File: src/hw/rtl/dpwp_pkg.sv
package dpwp_pkg;

  localparam int unsigned MAX_CHUNK  = 680;
  localparam int unsigned FIFO_DEPTH = 4;
  localparam int unsigned FIFO_AW    = $clog2(FIFO_DEPTH);
  localparam int unsigned FIFO_CW    = $clog2(FIFO_DEPTH + 1);
  localparam int unsigned LEN_W      = 11;
  localparam int unsigned NRES       = 6;
  localparam int unsigned RES_AW     = $clog2(NRES);
  localparam int unsigned RES_CW     = $clog2(NRES + 1);

  localparam logic [7:0] DCS_COL_ADDR   = 8'h2A;
  localparam logic [7:0] DCS_PAGE_ADDR  = 8'h2B;
  localparam logic [7:0] DCS_WR_FIRST   = 8'h2C;
  localparam logic [7:0] DCS_WR_CONT    = 8'h3C;
  localparam logic [7:0] DT_LONG_WRITE  = 8'h29;
  localparam logic [LEN_W-1:0] ADDR_PKT_LEN = LEN_W'(5);

  typedef enum logic [2:0] {
    REG_PIXEL_FORMAT    = 3'd0,
    REG_CHUNK_PIXELS    = 3'd1,
    REG_GLYPH_THRESHOLD = 3'd2,
    REG_FG_COLOR        = 3'd3,
    REG_BG_COLOR        = 3'd4
  } cfg_reg_e;

  typedef enum logic [1:0] {
    FMT_RGB888 = 2'd0,
    FMT_RGB565 = 2'd1,
    FMT_GLYPH  = 2'd2,
    FMT_FILL   = 2'd3
  } pix_fmt_e;

  typedef enum logic {
    KIND_WINDOW = 1'b0,
    KIND_PIXEL  = 1'b1
  } item_kind_e;

  // one queued job for the back end
  typedef struct packed {
    logic             is_win;
    logic [15:0]      x_s;
    logic [15:0]      x_e;
    logic [15:0]      y_s;
    logic [15:0]      y_e;
    logic [23:0]      rgb;
    logic             start;
    logic             first;
    logic             close;
    logic [LEN_W-1:0] len;
  } cmd_t;

  // c * 255 / 31 as 8 * c plus a small correction
  function automatic logic [7:0] expand5(input logic [4:0] c);
    logic [2:0] k;
    k = 3'(c >= 5'd5) + 3'(c >= 5'd9) + 3'(c >= 5'd14) + 3'(c >= 5'd18)
      + 3'(c >= 5'd23) + 3'(c >= 5'd27) + 3'(c >= 5'd31);
    return {c, 3'b000} + 8'(k);
  endfunction

  // g * 255 / 63 as 4 * g plus g / 21
  function automatic logic [7:0] expand6(input logic [5:0] g);
    logic [1:0] k;
    k = 2'(g >= 6'd21) + 2'(g >= 6'd42) + 2'(g >= 6'd63);
    return {g, 2'b00} + 8'(k);
  endfunction

  function automatic logic [31:0] hdr_word(input logic [LEN_W-1:0] len);
    return {8'h00, 16'(len), DT_LONG_WRITE};
  endfunction

endpackage

File: src/hw/rtl/dpwp_pix_if.sv
interface dpwp_pix_if;
  logic               valid;
  logic               ready;
  logic               kind;
  logic signed [15:0] x_start;
  logic signed [15:0] y_start;
  logic signed [15:0] width;
  logic signed [15:0] height;
  logic [23:0]        pixel;

  modport source (output valid, kind, x_start, y_start, width, height, pixel, input ready);
  modport sink   (input valid, kind, x_start, y_start, width, height, pixel, output ready);
endinterface

File: src/hw/rtl/dpwp_cfg_if.sv
interface dpwp_cfg_if;
  logic        valid;
  logic        ready;
  logic [2:0]  index;
  logic [23:0] data;

  modport source (output valid, index, data, input ready);
  modport sink   (input valid, index, data, output ready);
endinterface

File: src/hw/rtl/dpwp_res_if.sv
interface dpwp_res_if;
  logic        valid;
  logic        ready;
  logic [31:0] word;
  logic        is_header;
  logic        last;

  modport source (output valid, word, is_header, last, input ready);
  modport sink   (input valid, word, is_header, last, output ready);
endinterface

File: src/hw/rtl/dpwp_front.sv
module dpwp_front (
  input  logic           clk_i,
  input  logic           rst_ni,
  dpwp_pix_if.sink       pix_i,
  dpwp_cfg_if.sink       cfg_i,
  output dpwp_pkg::cmd_t cmd_o,
  output logic           cmd_valid_o,
  input  logic           cmd_ready_i
);
  import dpwp_pkg::*;

  pix_fmt_e    fmt_q;
  logic [9:0]  chunk_q;
  logic [7:0]  thr_q;
  logic [23:0] fg_q;
  logic [23:0] bg_q;

  logic        open_q;
  logic        first_q;
  logic [9:0]  cc_q;
  logic [29:0] pushed_q;
  logic [29:0] total_q;

  logic        acc;
  logic        win_ok;
  logic [15:0] x_u, y_u, w_u, h_u;
  logic [23:0] rgb;
  logic [9:0]  limit;
  logic [9:0]  cc_nxt;
  logic [29:0] pushed_nxt;
  logic        win_done;
  logic        close;

  assign pix_i.ready = cmd_ready_i;
  assign cfg_i.ready = 1'b1;
  assign acc         = pix_i.valid && cmd_ready_i;

  assign x_u    = pix_i.x_start;
  assign y_u    = pix_i.y_start;
  assign w_u    = pix_i.width;
  assign h_u    = pix_i.height;
  assign win_ok = !w_u[15] && (w_u != '0) && !h_u[15] && (h_u != '0);

  always_comb begin
    case (fmt_q)
      FMT_RGB888: rgb = pix_i.pixel;
      FMT_RGB565: rgb = {expand5(pix_i.pixel[15:11]), expand6(pix_i.pixel[10:5]),
                         expand5(pix_i.pixel[4:0])};
      FMT_GLYPH:  rgb = (pix_i.pixel[7:0] >= thr_q) ? fg_q : bg_q;
      default:    rgb = fg_q;
    endcase
  end

  always_comb begin
    if (chunk_q == '0) begin
      limit = 10'd1;
    end else if (chunk_q > 10'(MAX_CHUNK)) begin
      limit = 10'(MAX_CHUNK);
    end else begin
      limit = chunk_q;
    end
  end

  assign cc_nxt     = cc_q + 10'd1;
  assign pushed_nxt = pushed_q + 30'd1;
  assign win_done   = pushed_nxt >= total_q;
  assign close      = (cc_nxt >= limit) || win_done;

  always_comb begin
    cmd_o        = '0;
    cmd_valid_o  = 1'b0;
    if (pix_i.kind == KIND_WINDOW) begin
      cmd_o.is_win = 1'b1;
      cmd_o.x_s    = x_u;
      cmd_o.x_e    = x_u + w_u - 16'd1;
      cmd_o.y_s    = y_u;
      cmd_o.y_e    = y_u + h_u - 16'd1;
      cmd_valid_o  = pix_i.valid && win_ok;
    end else begin
      cmd_o.rgb    = rgb;
      cmd_o.start  = (cc_q == '0);
      cmd_o.first  = first_q;
      cmd_o.close  = close;
      cmd_o.len    = LEN_W'({cc_nxt, 1'b0}) + LEN_W'(cc_nxt) + LEN_W'(1);
      cmd_valid_o  = pix_i.valid && open_q;
    end
  end

  always_ff @(posedge clk_i or negedge rst_ni) begin
    if (!rst_ni) begin
      fmt_q   <= FMT_RGB888;
      chunk_q <= 10'(MAX_CHUNK);
      thr_q   <= '0;
      fg_q    <= '0;
      bg_q    <= '0;
    end else if (cfg_i.valid) begin
      case (cfg_reg_e'(cfg_i.index))
        REG_PIXEL_FORMAT:    fmt_q   <= pix_fmt_e'(cfg_i.data[1:0]);
        REG_CHUNK_PIXELS:    chunk_q <= cfg_i.data[9:0];
        REG_GLYPH_THRESHOLD: thr_q   <= cfg_i.data[7:0];
        REG_FG_COLOR:        fg_q    <= cfg_i.data;
        REG_BG_COLOR:        bg_q    <= cfg_i.data;
        default: ;
      endcase
    end
  end

  always_ff @(posedge clk_i or negedge rst_ni) begin
    if (!rst_ni) begin
      open_q   <= 1'b0;
      first_q  <= 1'b1;
      cc_q     <= '0;
      pushed_q <= '0;
      total_q  <= '0;
    end else if (acc) begin
      if (pix_i.kind == KIND_WINDOW) begin
        if (win_ok) begin
          open_q   <= 1'b1;
          first_q  <= 1'b1;
          cc_q     <= '0;
          pushed_q <= '0;
          total_q  <= 30'(w_u[14:0]) * 30'(h_u[14:0]);
        end
      end else if (open_q) begin
        pushed_q <= pushed_nxt;
        cc_q     <= close ? '0 : cc_nxt;
        if (close) begin
          first_q <= 1'b0;
        end
        if (win_done) begin
          open_q <= 1'b0;
        end
      end
    end
  end

  a_open_count: assert property (@(posedge clk_i) disable iff (!rst_ni)
    open_q |-> (pushed_q < total_q)) else $error("open window already full");

  a_chunk_bound: assert property (@(posedge clk_i) disable iff (!rst_ni)
    cc_q < 10'(MAX_CHUNK)) else $error("chunk count out of range");

endmodule

File: src/hw/rtl/dpwp_fifo.sv
module dpwp_fifo (
  input  logic           clk_i,
  input  logic           rst_ni,
  input  dpwp_pkg::cmd_t push_data_i,
  input  logic           push_i,
  output logic           ready_o,
  output dpwp_pkg::cmd_t pop_data_o,
  output logic           valid_o,
  input  logic           pop_i
);
  import dpwp_pkg::*;

  cmd_t               mem_q [FIFO_DEPTH];
  logic [FIFO_AW-1:0] wr_q;
  logic [FIFO_AW-1:0] rd_q;
  logic [FIFO_CW-1:0] cnt_q;
  logic               do_push;
  logic               do_pop;

  assign ready_o    = cnt_q != FIFO_CW'(FIFO_DEPTH);
  assign valid_o    = cnt_q != '0;
  assign pop_data_o = mem_q[rd_q];
  assign do_push    = push_i && ready_o;
  assign do_pop     = pop_i && valid_o;

  always_ff @(posedge clk_i) begin
    if (do_push) begin
      mem_q[wr_q] <= push_data_i;
    end
  end

  always_ff @(posedge clk_i or negedge rst_ni) begin
    if (!rst_ni) begin
      wr_q  <= '0;
      rd_q  <= '0;
      cnt_q <= '0;
    end else begin
      if (do_push) begin
        wr_q <= wr_q + FIFO_AW'(1);
      end
      if (do_pop) begin
        rd_q <= rd_q + FIFO_AW'(1);
      end
      case ({do_push, do_pop})
        2'b10:   cnt_q <= cnt_q + FIFO_CW'(1);
        2'b01:   cnt_q <= cnt_q - FIFO_CW'(1);
        default: ;
      endcase
    end
  end

  a_cnt_bound: assert property (@(posedge clk_i) disable iff (!rst_ni)
    cnt_q <= FIFO_CW'(FIFO_DEPTH)) else $error("queue count overflow");

endmodule

File: src/hw/rtl/dpwp_back.sv
module dpwp_back (
  input  logic           clk_i,
  input  logic           rst_ni,
  input  dpwp_pkg::cmd_t cmd_i,
  input  logic           cmd_valid_i,
  output logic           cmd_pop_o,
  dpwp_res_if.source     res_o
);
  import dpwp_pkg::*;

  logic [31:0]       shift_q;
  logic [1:0]        phase_q;
  logic [RES_AW-1:0] idx_q;
  logic [RES_AW-1:0] idx_d;

  logic              out_valid_q;
  logic [31:0]       out_word_q;
  logic              out_hdr_q;
  logic              out_last_q;

  logic [7:0]        bytes [4];
  logic [2:0]        nb;
  logic [31:0]       sh;
  logic [1:0]        ph;
  logic              wv;
  logic [31:0]       ww;
  logic [31:0]       fw;

  logic [31:0]       pw [NRES];
  logic              ph_hdr [NRES];
  logic [RES_CW-1:0] pn;
  logic [31:0]       rw [NRES];
  logic              rh [NRES];
  logic [RES_CW-1:0] n;
  logic [31:0]       nxt_shift;
  logic [1:0]        nxt_phase;
  logic              load;
  logic              is_last;

  // byte packing for one pixel
  always_comb begin
    if (cmd_i.start) begin
      sh       = '0;
      ph       = '0;
      bytes[0] = cmd_i.first ? DCS_WR_FIRST : DCS_WR_CONT;
      bytes[1] = cmd_i.rgb[23:16];
      bytes[2] = cmd_i.rgb[15:8];
      bytes[3] = cmd_i.rgb[7:0];
      nb       = 3'd4;
    end else begin
      sh       = shift_q;
      ph       = phase_q;
      bytes[0] = cmd_i.rgb[23:16];
      bytes[1] = cmd_i.rgb[15:8];
      bytes[2] = cmd_i.rgb[7:0];
      bytes[3] = '0;
      nb       = 3'd3;
    end
    wv = 1'b0;
    ww = '0;
    for (int i = 0; i < 4; i++) begin
      if (3'(i) < nb) begin
        sh = {bytes[i], sh[31:8]};
        ph = ph + 2'd1;
        if (ph == 2'd0) begin
          wv = 1'b1;
          ww = sh;
        end
      end
    end
    case (ph)
      2'd1:    fw = {24'h0, sh[31:24]};
      2'd2:    fw = {16'h0, sh[31:16]};
      2'd3:    fw = {8'h0, sh[31:8]};
      default: fw = sh;
    endcase
  end

  // result list of a pixel job
  always_comb begin
    for (int i = 0; i < NRES; i++) begin
      pw[i]     = '0;
      ph_hdr[i] = 1'b0;
    end
    pn = '0;
    if (wv) begin
      pw[pn[RES_AW-1:0]] = ww;
      pn = pn + RES_CW'(1);
    end
    if (cmd_i.close && (ph != 2'd0)) begin
      pw[pn[RES_AW-1:0]] = fw;
      pn = pn + RES_CW'(1);
    end
    if (cmd_i.close) begin
      pw[pn[RES_AW-1:0]]     = hdr_word(cmd_i.len);
      ph_hdr[pn[RES_AW-1:0]] = 1'b1;
      pn = pn + RES_CW'(1);
    end
  end

  always_comb begin
    if (cmd_i.is_win) begin
      rw[0] = {cmd_i.x_e[15:8], cmd_i.x_s[7:0], cmd_i.x_s[15:8], DCS_COL_ADDR};
      rw[1] = {24'h0, cmd_i.x_e[7:0]};
      rw[2] = hdr_word(ADDR_PKT_LEN);
      rw[3] = {cmd_i.y_e[15:8], cmd_i.y_s[7:0], cmd_i.y_s[15:8], DCS_PAGE_ADDR};
      rw[4] = {24'h0, cmd_i.y_e[7:0]};
      rw[5] = hdr_word(ADDR_PKT_LEN);
      rh[0] = 1'b0;
      rh[1] = 1'b0;
      rh[2] = 1'b1;
      rh[3] = 1'b0;
      rh[4] = 1'b0;
      rh[5] = 1'b1;
      n         = RES_CW'(NRES);
      nxt_shift = '0;
      nxt_phase = '0;
    end else begin
      rw        = pw;
      rh        = ph_hdr;
      n         = pn;
      nxt_shift = cmd_i.close ? '0 : sh;
      nxt_phase = cmd_i.close ? '0 : ph;
    end
  end

  assign is_last = (RES_CW'(idx_q) + RES_CW'(1)) == n;

  always_comb begin
    load      = 1'b0;
    cmd_pop_o = 1'b0;
    idx_d     = idx_q;
    if (cmd_valid_i) begin
      if (n == '0) begin
        cmd_pop_o = 1'b1;
      end else if (!out_valid_q || res_o.ready) begin
        load = 1'b1;
        if (is_last) begin
          cmd_pop_o = 1'b1;
          idx_d     = '0;
        end else begin
          idx_d = idx_q + RES_AW'(1);
        end
      end
    end
  end

  always_ff @(posedge clk_i or negedge rst_ni) begin
    if (!rst_ni) begin
      shift_q     <= '0;
      phase_q     <= '0;
      idx_q       <= '0;
      out_valid_q <= 1'b0;
    end else begin
      idx_q <= idx_d;
      if (cmd_pop_o) begin
        shift_q <= nxt_shift;
        phase_q <= nxt_phase;
      end
      if (load) begin
        out_valid_q <= 1'b1;
      end else if (res_o.ready) begin
        out_valid_q <= 1'b0;
      end
    end
  end

  always_ff @(posedge clk_i) begin
    if (load) begin
      out_word_q <= rw[idx_q];
      out_hdr_q  <= rh[idx_q];
      out_last_q <= is_last;
    end
  end

  assign res_o.valid     = out_valid_q;
  assign res_o.word      = out_word_q;
  assign res_o.is_header = out_hdr_q;
  assign res_o.last      = out_last_q;

  a_idx_idle: assert property (@(posedge clk_i) disable iff (!rst_ni)
    !cmd_valid_i |-> (idx_q == '0)) else $error("word index left without a job");

  a_hdr_code: assert property (@(posedge clk_i) disable iff (!rst_ni)
    (out_valid_q && out_hdr_q) |-> (out_word_q[7:0] == DT_LONG_WRITE))
    else $error("header word without long write code");

endmodule

File: src/hw/rtl/dsi_pixel_window_packetizer_core.sv
// DSI DCS long-write packetizer for pixel windows.
// pix_i takes window and pixel items, cfg_i writes the format, chunk size,
// glyph threshold and colors, res_o gives 32-bit words with is_header and last.
// A window item yields six words: column and page address packets, each a
// payload word, a flush word and a header. A pixel item yields zero to three
// words: a full payload word, and at chunk end a flush word and the header.
// The front end classifies and converts an item in the cycle it is taken and
// queues a job; the back end packs bytes and sends one word per cycle while
// res_o is ready. An item taken while idle goes into the job queue, then the
// output register. Items are taken one per cycle while each yields at most
// one word and res_o is ready; an item yielding k words holds the back end
// until all k are sent, and the four-entry job queue absorbs the difference.
// Reset clears the window, the packing state and the job queue, and sets the
// registers to their defaults (chunk size 680). Config writes are always taken.
// When res_o stalls, the output register holds its word, the queue fills,
// and pix_i.ready drops once the queue is full.
module dsi_pixel_window_packetizer_core (
  input  logic       clk_i,
  input  logic       rst_ni,
  dpwp_pix_if.sink   pix_i,
  dpwp_cfg_if.sink   cfg_i,
  dpwp_res_if.source res_o
);
  import dpwp_pkg::*;

  cmd_t front_cmd;
  logic front_valid;
  logic q_ready;
  cmd_t head_cmd;
  logic head_valid;
  logic head_pop;

  dpwp_front u_front (
    .clk_i       (clk_i),
    .rst_ni      (rst_ni),
    .pix_i       (pix_i),
    .cfg_i       (cfg_i),
    .cmd_o       (front_cmd),
    .cmd_valid_o (front_valid),
    .cmd_ready_i (q_ready)
  );

  dpwp_fifo u_fifo (
    .clk_i       (clk_i),
    .rst_ni      (rst_ni),
    .push_data_i (front_cmd),
    .push_i      (front_valid),
    .ready_o     (q_ready),
    .pop_data_o  (head_cmd),
    .valid_o     (head_valid),
    .pop_i       (head_pop)
  );

  dpwp_back u_back (
    .clk_i       (clk_i),
    .rst_ni      (rst_ni),
    .cmd_i       (head_cmd),
    .cmd_valid_i (head_valid),
    .cmd_pop_o   (head_pop),
    .res_o       (res_o)
  );

endmodule
File: src/flat_wrapper.sv
// flat-port wrapper written by rule: the top's interface ports become plain ports
module dsi_pixel_window_packetizer_core_flat import dpwp_pkg::*;
  (clk_i, rst_ni, pix_i_valid, pix_i_kind, pix_i_x_start, pix_i_y_start, pix_i_width, pix_i_height, pix_i_pixel, pix_i_ready, cfg_i_valid, cfg_i_index, cfg_i_data, cfg_i_ready, res_o_valid, res_o_word, res_o_is_header, res_o_last, res_o_ready);
  dpwp_pix_if pix_i_i ();
  dpwp_cfg_if cfg_i_i ();
  dpwp_res_if res_o_i ();
  input  logic clk_i;
  input  logic rst_ni;
  input wire logic [$bits(pix_i_i.valid)-1:0] pix_i_valid;
  input wire logic [$bits(pix_i_i.kind)-1:0] pix_i_kind;
  input wire logic [$bits(pix_i_i.x_start)-1:0] pix_i_x_start;
  input wire logic [$bits(pix_i_i.y_start)-1:0] pix_i_y_start;
  input wire logic [$bits(pix_i_i.width)-1:0] pix_i_width;
  input wire logic [$bits(pix_i_i.height)-1:0] pix_i_height;
  input wire logic [$bits(pix_i_i.pixel)-1:0] pix_i_pixel;
  output wire logic [$bits(pix_i_i.ready)-1:0] pix_i_ready;
  input wire logic [$bits(cfg_i_i.valid)-1:0] cfg_i_valid;
  input wire logic [$bits(cfg_i_i.index)-1:0] cfg_i_index;
  input wire logic [$bits(cfg_i_i.data)-1:0] cfg_i_data;
  output wire logic [$bits(cfg_i_i.ready)-1:0] cfg_i_ready;
  output wire logic [$bits(res_o_i.valid)-1:0] res_o_valid;
  output wire logic [$bits(res_o_i.word)-1:0] res_o_word;
  output wire logic [$bits(res_o_i.is_header)-1:0] res_o_is_header;
  output wire logic [$bits(res_o_i.last)-1:0] res_o_last;
  input wire logic [$bits(res_o_i.ready)-1:0] res_o_ready;
  assign pix_i_i.valid = pix_i_valid;
  assign pix_i_i.kind = pix_i_kind;
  assign pix_i_i.x_start = pix_i_x_start;
  assign pix_i_i.y_start = pix_i_y_start;
  assign pix_i_i.width = pix_i_width;
  assign pix_i_i.height = pix_i_height;
  assign pix_i_i.pixel = pix_i_pixel;
  assign pix_i_ready = pix_i_i.ready;
  assign cfg_i_i.valid = cfg_i_valid;
  assign cfg_i_i.index = cfg_i_index;
  assign cfg_i_i.data = cfg_i_data;
  assign cfg_i_ready = cfg_i_i.ready;
  assign res_o_valid = res_o_i.valid;
  assign res_o_word = res_o_i.word;
  assign res_o_is_header = res_o_i.is_header;
  assign res_o_last = res_o_i.last;
  assign res_o_i.ready = res_o_ready;
  dsi_pixel_window_packetizer_core u_core (.clk_i(clk_i), .rst_ni(rst_ni), .pix_i(pix_i_i), .cfg_i(cfg_i_i), .res_o(res_o_i));
endmodule
File: config.mk
export PLATFORM = sky130hd
export DESIGN_NAME = dsi_pixel_window_packetizer_core_flat
export DESIGN_NICKNAME = d
export VERILOG_FILES = /design/src/hw/rtl/dpwp_pkg.sv /design/src/hw/rtl/dpwp_pix_if.sv /design/src/hw/rtl/dpwp_cfg_if.sv /design/src/hw/rtl/dpwp_res_if.sv /design/src/hw/rtl/dpwp_front.sv /design/src/hw/rtl/dpwp_fifo.sv /design/src/hw/rtl/dpwp_back.sv /design/src/hw/rtl/dsi_pixel_window_packetizer_core.sv /design/src/flat_wrapper.sv
export SDC_FILE = /design/constraint.sdc
export NUM_CORES = 2
export LEC_CHECK = 0
export BUFFER_PORTS_ARGS = -buffer_cell sky130_fd_sc_hd__buf_2
export CORE_ASPECT_RATIO = 0.7
export CORE_MARGIN = 8
export CORE_UTILIZATION = 60
export CTS_BUF_LIST = sky130_fd_sc_hd__clkbuf_16
export DETAILED_ROUTE_END_ITERATION = 8
export GPL_TIMING_DRIVEN = 1
export HOLD_SLACK_MARGIN = 0.08
export PLACE_DENSITY = 0.81
export SLEW_MARGIN = 20
export SYNTH_ARGS = -nofsm -noshare
export SYNTH_HDL_FRONTEND = slang
export SYNTH_SLANG_ARGS = --single-unit
export TNS_END_PERCENT = 50
File: constraint.sdc
create_clock -name clk_i -period 7.6 [get_ports clk_i]
set_clock_uncertainty 0.05 [all_clocks]
set_input_delay 0 -clock clk_i [delete_from_list [all_inputs] [get_ports clk_i]]
set_output_delay 0 -clock clk_i [all_outputs]
set_load 0.05 [all_outputs]
==> results.tsv <==
metric	value	unit
status	finished, violations left	
violations	DRC	
final_cells	4599	
power_density	395	mW/mm^2
avgSynthCellArea	11.3	um^2
max_stage_delay	0.55	ns
viasPerCell	6.45	
place_ws	1.25	ns
synth_area	0.0391	mm^2
gp_congestion	1.00	
timing.setup.tns	0	ns
num_vias	29600	
cts_tree	done	
cts_buffers	60	
io_pins	158	
fp.dieArea	0.0737	mm^2
cp-end-kind	register	
insertion_delay	0.68	ns
cpLargestDelayFamily	adder cells	
path_buf_inv	7	
hpwl	74.6	mm
die_h	230	um
setup_viol	0	
cts.sinks	623	
firstDrtPassIters	9	
overflow	0	
maxCapViolations	0	
synth-async-reset-ratio	28.4	%
fin_ws	1.27	ns
path_cells	dlygate4sd3_1, buf_2, inv_1, nor2_1, fa_1, inv_1, fa_1, inv_1, fa_1, fa_1, fa_1, inv_1, fa_1, inv_1, ha_1, a21o_1, a21oi_1, o211ai_1, a21oi_1, o21ai_1, a311oi_1, a22oi_1, xnor2_1, o21ai_1	
wire_per_inst	24.3	um
io_buffers	156	
period_needed	6.33	ns
finalHoldViolations	0	
initial_core_util	60.5	%
slew_violations	0	
postCtsResizedCells	0	
tightest_slew	1.15	ns
synthFlopType	edfxtp_1	
p_leak	18.4	nW
initialDrtViolationCount	4281	
layout-drive-gt1-share	13.9	%
area_delta_synth_final	12.5	%
grt_use_total	29.6	%
finalNetCount	4188	
ys_seq_area_share	45.6	%
synthesis.nets	3974	
ys_seq_elements	623	
dp.cells	4347	
dieWidth	321	um
syn_inst	3447	
clock.fmax	0.158	GHz
min_period_over_period	83.3	%
drc	2	
wl	112	mm
clock_path_buffers	3	
clkTransAtPathRegs	0.06	ns
grt_pass1_vias	29800	
critical_path.startpoint_type	input port	
critPathSlowestCell	fa_1	
ir_drop	0.000410	V
yosys_warnings	0	
core_area	0.0646	mm^2
cp.arrival	6.77	ns
crit_path_frequent_cell	fa_1	
rows	78	
rsz0062_at_grt	false	
synth_edf_count	446	
grt_pass1_wl	171	mm
reg2reg_slack	1.91	ns
clock-root-buffer	clkbuf_16	
worstPathMaxFanout	15	
ant_nets	0	
max-slew-margin-rel	23.5	%
critPathRequiredTime	8.04	ns
grt_start_max_net_pins	75	
min_path_type	in2reg	
antenna_found_initial	8	
crit_type	in2reg	
htreeDepth	2	
yosysUniqueCellTypes	78	
## cell type report
class                      count  area, um^2
timing repair buffer         326        2430
antenna                       10        25.0
inverter                     393        1480
multi-input combinational   2257       19100
clock buffer                  60        1500
tap                          880        1100
sequential                   623       17800
fill                        4481       20700
clock inverter                50         455
## routing by layer
layer	global-route usage (%)	wire length [um]
met5	0	27
met2	46.3	51100
met3	8.92	13600
met4	13.8	5950
met1	38.0	40900
## registers in the layout, summed over array words and instances (netlist names), 3 cells and up
| register | cells |
|---|---|
| u_core.u_back.res_o.word | 32 |
| u_core.u_front.pushed_q | 30 |
| u_core.u_front.cc_q | 10 |
| u_core.u_front.bg_q | 24 |
| u_core.u_fifo.mem_q | 412 |
| u_core.u_front.total_q | 30 |
| u_core.u_front.chunk_q | 10 |
| u_core.u_front.fg_q | 24 |
| u_core.u_fifo.cnt_q | 3 |
| u_core.u_back.idx_q | 3 |
| u_core.u_back.shift_q | 24 |
| u_core.u_front.thr_q | 8 |
## cells in the mapped netlist, types with 21 or more instances
cell,instances,area (um^2)
ha_1,227,2840
nand2b_1,21,131
a221oi_1,28,245
a22oi_1,28,210
nor2_1,316,1190
nor3_1,36,180
nand3_1,57,285
edfxtp_1,446,13400
mux2_2,78,878
nand2_1,311,1170
inv_1,379,1420
dfrtp_1,172,4300
o22ai_1,26,163
xnor2_1,60,526
a21oi_1,162,811
mux4_2,109,2450
xor2_1,48,420
a22o_1,46,403
o21ai_1,45,225
fa_1,179,3580
nor2b_1,36,225
clkbuf_1,135,507
o21ai_0,121,606
a21o_1,38,285
a31oi_1,23,144
## per-stage QoR
stage               area (um^2)  hold WS, ns  power, mW  utilization [%]
CTS                       43900       0.0830       17.1             67.9
floorplan                 39100       -0.346       11.6                -
global placement          40600      -0.0694       13.8             62.9
finish                    43900        0.143       17.4             68.0
global route              43900        0.139       18.4             68.0
detailed placement        40600      -0.0611       14.0             62.9
## report_power, final
group | switching, mW | internal, mW
Clock | 1.39 | 1.60
Sequential | 0.375 | 4.54
Combinational | 5.92 | 3.55
Total | 7.69 | 9.69
## cell families (layout without fill, tap and decap cells)
| group | after synthesis | after routing | share of synthesized area, % |
|---|---|---|---|
| compound gates | 668 | 668 | 11.2 |
| xor+xnor | 108 | 108 | 2.42 |
| fa+ha+maj | 406 | 406 | 16.4 |
| buf+inv | 567 | 829 | 5.62 |
| flops | 623 | 623 | 45.6 |
| mux | 203 | 203 | 8.95 |
| other cells | 1 | 11 | 0.00960 |
| simple gates | 871 | 871 | 9.72 |
## layout by cell type, fill, tap and decap left out, drive strengths merged, types with 26 or more instances in the layout
cell type    instances
a21o                38
a21oi              163
a221oi              28
a22o                46
a22oi               28
buf                196
clkbuf              60
clkinv              39
dfrtp              172
dlygate4sd3        130
edfxtp             446
fa                 179
ha                 227
inv                397
mux2                80
mux4               109
nand2              312
nand3               57
nor2               316
nor2b               36
nor3                36
o21ai              166
o22ai               26
xnor2               60
xor2                48
## repair_timing
item,in CTS,in global routing
hold buffers,131,0
setup buffers,0,0
endpoints found under the hold margin,424,0
## path summary, 6_finish.rpt
| check | to | startpoint | cells past startpoint |
|---|---|---|---|
| min in group asynchronous | u_core.u_front.bg_q[16]$_DFFE_PN0P_ | rst_ni | 4 |
| worst max-delay path | u_core.u_front.total_q[28]$_DFFE_PN0P_ | pix_i_height[0] | 24 |
| max in group asynchronous | u_core.u_front.total_q[12]$_DFFE_PN0P_ | rst_ni | 5 |
| worst max register to register | u_core.u_fifo.cnt_q[2]$_DFFE_PN0P_ | u_core.u_fifo.rd_q[0]$_DFFE_PN0P_ | 21 |
| worst min register to register | u_core.u_front.first_q$_DFFE_PN1P_ | u_core.u_front.first_q$_DFFE_PN1P_ | 2 |
| worst min-delay path | u_core.u_front.fg_q[0]$_DFFE_PN0P_ | cfg_i_data[0] | 3 |
## worst min-delay path: stages
cell           delay (ns)
dlygate4sd3_1        0.52
buf_2                0.16
mux2_2               0.16
Power figures use the tool's default switching activity.
